## src/design/tst_pkg.sv

```systemverilog
// Shared types and constants for the TDMA slot table.
`timescale 1ns / 1ps
package tst_pkg;

  // Widths of the item fields.
  localparam int unsigned OpW   = 2;
  localparam int unsigned IdW   = 16;
  localparam int unsigned SlotW = 5;

  // Packed stream data widths, rounded up to whole bytes.
  localparam int unsigned InDataW  = 24;
  localparam int unsigned OutDataW = 8;

  // Identifier that marks a free slot.
  localparam logic [IdW-1:0] FreeId = 16'h0000;

  // Operation codes.
  typedef enum logic [OpW-1:0] {
    OP_CLEAR  = 2'd0,
    OP_ADD    = 2'd1,
    OP_DELETE = 2'd2,
    OP_LOOKUP = 2'd3
  } op_e;

  // Controller states.
  typedef enum logic [1:0] {
    ST_IDLE,
    ST_SCAN,
    ST_DONE
  } state_e;

  // Commands from the controller to the datapath.
  typedef struct packed {
    logic start;   // Capture the item and read slot 0, or clear on a clear item.
    logic step;    // Advance the scan to the next slot.
    logic apply;   // Slot hit: update the table and record its number.
    logic miss;    // Scan ended without a hit: record zero.
    logic load_out; // Move the result into the output register.
  } cmd_t;

  // Status from the datapath to the controller.
  typedef struct packed {
    logic in_clear; // The offered item is a clear.
    logic hit;      // The slot under test qualifies.
    logic last;     // The slot under test is the last one.
    logic out_busy; // The output register holds an item that is not taken.
  } status_t;

endpackage

```

## src/design/tst_ctrl.sv

```systemverilog
// Controller state machine for the TDMA slot table.
`timescale 1ns / 1ps
module tst_ctrl
  import tst_pkg::*;
(
  input  logic    clk_i,
  input  logic    rst_ni,
  input  logic    s_axis_tvalid,
  output logic    s_axis_tready,
  input  status_t status_i,
  output cmd_t    cmd_o
);

  state_e state_q, state_d;

  // State register.
  always_ff @(posedge clk_i or negedge rst_ni) begin
    if (!rst_ni) begin
      state_q <= ST_IDLE;
    end else begin
      state_q <= state_d;
    end
  end

  // Next state and commands.
  always_comb begin
    state_d       = state_q;
    cmd_o         = '0;
    s_axis_tready = 1'b0;
    case (state_q)
      ST_IDLE: begin
        s_axis_tready = 1'b1;
        if (s_axis_tvalid) begin
          cmd_o.start = 1'b1;
          state_d     = status_i.in_clear ? ST_DONE : ST_SCAN;
        end
      end
      ST_SCAN: begin
        if (status_i.hit) begin
          cmd_o.apply = 1'b1;
          state_d     = ST_DONE;
        end else if (status_i.last) begin
          cmd_o.miss = 1'b1;
          state_d    = ST_DONE;
        end else begin
          cmd_o.step = 1'b1;
        end
      end
      ST_DONE: begin
        if (!status_i.out_busy) begin
          cmd_o.load_out = 1'b1;
          state_d        = ST_IDLE;
        end
      end
      default: begin
        state_d = ST_IDLE;
      end
    endcase
  end

endmodule

```

## src/design/tst_datapath.sv

```systemverilog
// Datapath of the TDMA slot table: slot memory, valid bits, scan index and result.
`timescale 1ns / 1ps
module tst_datapath
  import tst_pkg::*;
#(
  parameter int unsigned SLOTS = 16
) (
  input  logic                clk_i,
  input  logic                rst_ni,
  input  logic [InDataW-1:0]  s_axis_tdata,
  output logic                m_axis_tvalid,
  input  logic                m_axis_tready,
  output logic [OutDataW-1:0] m_axis_tdata,
  input  cmd_t                cmd_i,
  output status_t             status_o
);

  localparam int unsigned IdxW = (SLOTS > 1) ? $clog2(SLOTS) : 1;
  localparam logic [IdxW-1:0] LastIdx = IdxW'(SLOTS - 1);

  logic [IdW-1:0]   mem [SLOTS];
  logic [SLOTS-1:0] valid_q;
  logic [IdW-1:0]   rdata_q;
  logic [IdxW-1:0]  idx_q;
  logic [IdxW-1:0]  rd_addr;
  op_e              op_q;
  logic [IdW-1:0]   id_q;
  logic [SlotW-1:0] res_q;
  logic [SlotW-1:0] out_slot_q;
  logic             out_valid_q;
  logic [IdW-1:0]   stored;
  logic [8:0]       slot_num;
  op_e              in_op;

  assign in_op = op_e'(s_axis_tdata[OpW-1:0]);

  // Scan state: a slot that is not valid reads as free.
  assign stored   = valid_q[idx_q] ? rdata_q : FreeId;
  assign slot_num = 9'(idx_q) + 9'd1;

  assign status_o.in_clear = (in_op == OP_CLEAR);
  assign status_o.hit      = (stored == id_q) || ((op_q == OP_ADD) && (stored == FreeId));
  assign status_o.last     = (idx_q == LastIdx);
  assign status_o.out_busy = out_valid_q && !m_axis_tready;

  // Read address runs one slot ahead of the slot under test.
  always_comb begin
    if (cmd_i.start) begin
      rd_addr = '0;
    end else if (idx_q == LastIdx) begin
      rd_addr = idx_q;
    end else begin
      rd_addr = idx_q + IdxW'(1);
    end
  end

  // Slot memory with registered read.
  always_ff @(posedge clk_i) begin
    if (cmd_i.apply && (op_q == OP_ADD)) begin
      mem[idx_q] <= id_q;
    end
    rdata_q <= mem[rd_addr];
  end

  // Valid bits: reset and clear free every slot at once.
  always_ff @(posedge clk_i or negedge rst_ni) begin
    if (!rst_ni) begin
      valid_q <= '0;
    end else if (cmd_i.start && (in_op == OP_CLEAR)) begin
      valid_q <= '0;
    end else if (cmd_i.apply) begin
      if (op_q == OP_ADD) begin
        valid_q[idx_q] <= 1'b1;
      end else if (op_q == OP_DELETE) begin
        valid_q[idx_q] <= 1'b0;
      end
    end
  end

  // Item capture, scan index and result.
  always_ff @(posedge clk_i) begin
    if (cmd_i.start) begin
      op_q  <= in_op;
      id_q  <= s_axis_tdata[OpW +: IdW];
      idx_q <= '0;
      res_q <= '0;
    end else if (cmd_i.step) begin
      idx_q <= idx_q + IdxW'(1);
    end else if (cmd_i.apply) begin
      res_q <= slot_num[SlotW-1:0];
    end else if (cmd_i.miss) begin
      res_q <= '0;
    end
  end

  // Output register.
  always_ff @(posedge clk_i or negedge rst_ni) begin
    if (!rst_ni) begin
      out_valid_q <= 1'b0;
    end else if (cmd_i.load_out) begin
      out_valid_q <= 1'b1;
    end else if (m_axis_tready) begin
      out_valid_q <= 1'b0;
    end
  end

  always_ff @(posedge clk_i) begin
    if (cmd_i.load_out) begin
      out_slot_q <= res_q;
    end
  end

  assign m_axis_tvalid = out_valid_q;
  assign m_axis_tdata  = {{(OutDataW - SlotW){1'b0}}, out_slot_q};

endmodule

```

## src/design/tdma_slot_table.sv

```systemverilog
// Top level of the TDMA slot table.
//
//  Channel  Direction  Payload
//  s_axis   in         tdata[1:0] operation, tdata[17:2] node_id, rest zero
//  m_axis   out        tdata[4:0] slot_number, rest zero
//
// One item at a time: the item is taken in idle, then the scan tests one slot
// per cycle from slot 1 up through the registered memory read, then the done
// state loads the output register; a clear goes straight from idle to done.
// Reset frees every slot at once through per-slot valid bits.
// A stalled output holds the finished item; the next item is taken only when
// the controller is back in idle.
`timescale 1ns / 1ps
module tdma_slot_table
  import tst_pkg::*;
#(
  parameter int unsigned SLOTS = 16
) (
  input  logic                clk_i,
  input  logic                rst_ni,
  input  logic                s_axis_tvalid,
  output logic                s_axis_tready,
  input  logic [InDataW-1:0]  s_axis_tdata,  // operation, node_id
  output logic                m_axis_tvalid,
  input  logic                m_axis_tready,
  output logic [OutDataW-1:0] m_axis_tdata   // slot_number
);

  cmd_t    cmd;
  status_t status;

  // Controller.
  tst_ctrl u_ctrl (
    .clk_i         (clk_i),
    .rst_ni        (rst_ni),
    .s_axis_tvalid (s_axis_tvalid),
    .s_axis_tready (s_axis_tready),
    .status_i      (status),
    .cmd_o         (cmd)
  );

  // Datapath.
  tst_datapath #(
    .SLOTS (SLOTS)
  ) u_datapath (
    .clk_i         (clk_i),
    .rst_ni        (rst_ni),
    .s_axis_tdata  (s_axis_tdata),
    .m_axis_tvalid (m_axis_tvalid),
    .m_axis_tready (m_axis_tready),
    .m_axis_tdata  (m_axis_tdata),
    .cmd_i         (cmd),
    .status_o      (status)
  );

endmodule

```

## config.mk

```make
export PLATFORM = sky130hd
export DESIGN_NAME = tdma_slot_table
export DESIGN_NICKNAME = d
export VERILOG_FILES = /design/src/design/tst_pkg.sv /design/src/design/tst_ctrl.sv /design/src/design/tst_datapath.sv /design/src/design/tdma_slot_table.sv
export SDC_FILE = /design/constraint.sdc
export NUM_CORES = 1
export LEC_CHECK = 0
export BUFFER_PORTS_ARGS = -buffer_cell sky130_fd_sc_hd__buf_2
export CAP_MARGIN = 0
export CELL_PAD_IN_SITES_DETAIL_PLACEMENT = 0
export CELL_PAD_IN_SITES_GLOBAL_PLACEMENT = 1
export CORE_AREA = 5 5 178 180
export CTS_CLUSTER_SIZE = 25
export DETAILED_ROUTE_END_ITERATION = 16
export DIE_AREA = 0 0 183 185
export GPL_TIMING_DRIVEN = 0
export PLACE_DENSITY_LB_ADDON = 0.1
export SKIP_LAST_GASP = 1
export SLEW_MARGIN = 20
export SYNTH_ARGS = -nofsm -noshare
export SYNTH_HDL_FRONTEND = slang
export SYNTH_SLANG_ARGS = --single-unit
```

## constraint.sdc

```tcl
create_clock -name clk_i -period 5.12 [get_ports clk_i]
set_input_delay 0.256 -clock clk_i [delete_from_list [all_inputs] [get_ports clk_i]]
set_output_delay 0.256 -clock clk_i [all_outputs]
set_load 0.02 [all_outputs]
```

==> impl_metrics.json <==
{
  "diodes": 0,
  "crit_required_ns": 5.50,
  "path_clk_slew_ns": 0.06,
  "gp_congestion": 0.8865,
  "fp.dieArea_um2": 33860,
  "vias_per_cell": 5.582,
  "cts-htree-levels": 2,
  "clock_path_buffers": 3,
  "ctsHoldBuffers": 19,
  "cts_resized": 0,
  "rows": 64,
  "hold_viol": 0,
  "min_path_cells": 3,
  "leakage_uw": 0.005192,
  "final_cells": 1527,
  "cts_tree": "built",
  "max_stage_delay_ns": 0.80,
  "slew_headroom_pct": 32.07,
  "post_cts_buffers": 0,
  "synth_area_per_cell_um2": 13.29,
  "dieHeight_um": 185,
  "async_reset_ff_share_pct": 5.882,
  "core_um2": 30030,
  "path_buf_inv": 5,
  "port_buffers": 28,
  "power_density_nw_per_um2": 594.9,
  "wl_per_cell_um": 23.57,
  "yosysWarnings": 0,
  "tightest_slew_ns": 1.019,
  "status": "complete, no violations",
  "area_growth_pct": 16.62,
  "final_common_cell": "edfxtp_1",
  "fin_crit_ns": 4.322,
  "grt_max_degree": 25,
  "startpoint_type": "flip-flop",
  "grt_remaining_overflow": 0,
  "wl_um": 36000,
  "finalSetupViolCount": 0,
  "cap_viol_max_count": 0,
  "drt_iter0_markers": 657,
  "grt_pass1_vias": 8525,
  "dp_slack_ns": 0.7552,
  "final_cell_mix": "edfxtp_1 (279), nand2_1 (165), a211oi_1 (81)",
  "cts_made_buffers": 36,
  "rsz0062_at_grt": "no",
  "fin_crit_sh_pct": 84.41,
  "drc": 0,
  "dpl.hpwl_um": 24030,
  "placed_cells": 1442,
  "crit_chain": "nor2_1 > nand2_1 > buf_2 > clkinv_1 > a21oi_1 > buf_2 > buf_2 > buf_1 > a31oi_1 > a21oi_1 > a21oi_1",
  "worstSetupPathType": "reg2reg",
  "place_area_um2": 14170,
  "ant_nets": 0,
  "die_w_um": 183,
  "grt_pass1_wl_um": 53820,
  "cp_max_fo": 24,
  "whs_ns": 0.03500,
  "start_util_pct": 44.32,
  "syn_area_um2": 13310,
  "first_pass_iters": 5,
  "fin_area_um2": 15520,
  "clock-sinks": 323,
  "critPathSlowestCell": "clkinv_1",
  "ys_seq_area_share_pct": 70.29,
  "reg2reg_depth": 11,
  "cts_root_buffer": "clkbuf_16",
  "clock_latency_ns": 0.53,
  "ys.flop_type": "edfxtp_1",
  "vias": 8523,
  "fin_total_pwr_uw": 9233,
  "syn_inst": 1001,
  "grt_util_all_layers_pct": 21.30,
  "path_depth": 11,
  "final.setup.worst_slack_ns": 0.7980,
  "fmax_ghz": 0.2314,
  "synthDistinctLibCells": 48,
  "ys_seq_elements": 323,
  "fin_skew_ns": 0.02644,
  "worstHoldPathType": "in2reg",
  "antenna_found_initial": 0,
  "final_nets": 1135,
  "drive_gt1_share_pct": 12.64,
  "synth_top_cell_by_area": "edfxtp_1",
  "arrival_ns": 4.70,
  "end_kind": "flip-flop",
  "synth_edf_count": 279,
  "synth_area_leaders": "edfxtp_1 (63%), nand2_1 (4.7%), a211oi_1 (4.6%), dfxtp_1 (3.8%), dfrtp_1 (3.6%)",
  "path_delay_family": "buffers and inverters",
  "ioPinCount": 38,
  "maxSlewViolCount": 0,
  "synthDominantCellAreaShare_pct": 62.96,
  "irDropWorstVdd_uv": 307.5
}
## cell families after synthesis
family | Yosys count | share of synthesized area, %
buffers and inverters | 69 | 2.313
AOI/OAI and AO/OA | 227 | 12.59
DFF | 323 | 70.29
xor gates and xnor gates | 12 | 0.7898
muxes | 20 | 1.815
adders and majority gates | 4 | 0.3761
and+or+nand+nor | 345 | 11.80
other | 1 | 0.02818
## synth_stat cells, types with 2 or more instances
cell type / n
dfrtp_1: 19
buf_6: 3
nand2_2: 4
buf_2: 9
o21a_1: 2
inv_1: 3
o31ai_1: 8
mux2_2: 3
nand3_1: 23
and2_1: 71
nand4_1: 3
nor2_1: 54
edfxtp_1: 279
a211oi_1: 81
a31oi_1: 38
mux4_2: 3
nand2_1: 165
clkbuf_1: 46
a311oi_1: 32
nor2b_1: 6
xor2_1: 2
a21oi_1: 37
o21ai_0: 3
o2bb2ai_1: 6
xnor2_1: 10
ha_1: 4
and3_1: 4
buf_4: 4
nand2b_1: 5
dfxtp_1: 25
buf_1: 3
o211ai_1: 2
mux2i_1: 14
o22ai_1: 8
nor3_1: 9
## worst paths after layout
| kind | start | endpoint | slack [ns] |
|---|---|---|---|
| max reg2reg | u_ctrl.state_q[0] | u_datapath.rdata_q[6] | 0.80 |
| max | u_ctrl.state_q[0] | u_datapath.rdata_q[6] | 0.80 |
| max in group asynchronous | rst_ni | u_datapath.valid_q[1] | 4.56 |
| min | m_axis_tready | u_datapath.m_axis_tvalid | 0.04 |
| min in group asynchronous | rst_ni | u_datapath.m_axis_tvalid | 0.22 |
| min reg2reg | u_datapath.res_q[4] | u_datapath.out_slot_q[4] | 0.43 |
## stage by stage
stage	utilization, %	setup TNS (ns)
after floorplan	-	0
after global placement	46.46	-4.736
after detailed placement	47.19	0
after CTS	51.68	0
after global routing	51.68	0
final	51.68	0
## per-layer routing
metal	share of wire [%]	global-route usage [%]	routed length, um	vias up
li1	-	-	-	3998
met1	44	29.66	15840	4234
met2	49	35.84	17520	244
met3	5.6	3.476	2007	47
met4	1.8	4.261	632	0
met5	0	0	0	-
## cell type report
| cell class | instances | area (um2) |
|---|---|---|
| Clock inverter | 17 | 188.9 |
| Clock buffer | 49 | 970.9 |
| Fill cell | 2642 | 14510 |
| Multi-Input combinational cell | 611 | 3696 |
| Tap cell | 396 | 495.5 |
| Timing Repair Buffer | 62 | 506.7 |
| Buffer | 65 | 292.8 |
| Sequential cell | 323 | 9354 |
| Inverter | 4 | 15.01 |
## sequential cells by signal, indices dropped and copies added (netlist names)
signal	count
u_datapath.rdata_q	16
u_datapath.op_q	2
u_datapath.m_axis_tvalid	1
u_datapath.out_slot_q	5
u_datapath.res_q	5
u_datapath.idx_q	4
u_datapath.id_q	16
u_datapath.mem	256
u_datapath.valid_q	16
u_ctrl.state_q	2
## worst reg2reg max path, stage by stage, from the launching register on
cell and delay (ns):
dfrtp_1 0.45, nor2_1 0.09, nand2_1 0.11, buf_2 0.23, clkinv_1 0.80, a21oi_1 0.46
buf_2 0.38, buf_2 0.35, buf_1 0.49, a31oi_1 0.21, a21oi_1 0.48, a21oi_1 0.13
## power by group
group | internal, uW | switching, uW
clock network | 1540 | 1010
registers | 3150 | 284
logic | 1010 | 2240
total | 5700 | 3530
Note: power is estimated with default switching activity, not from simulation.
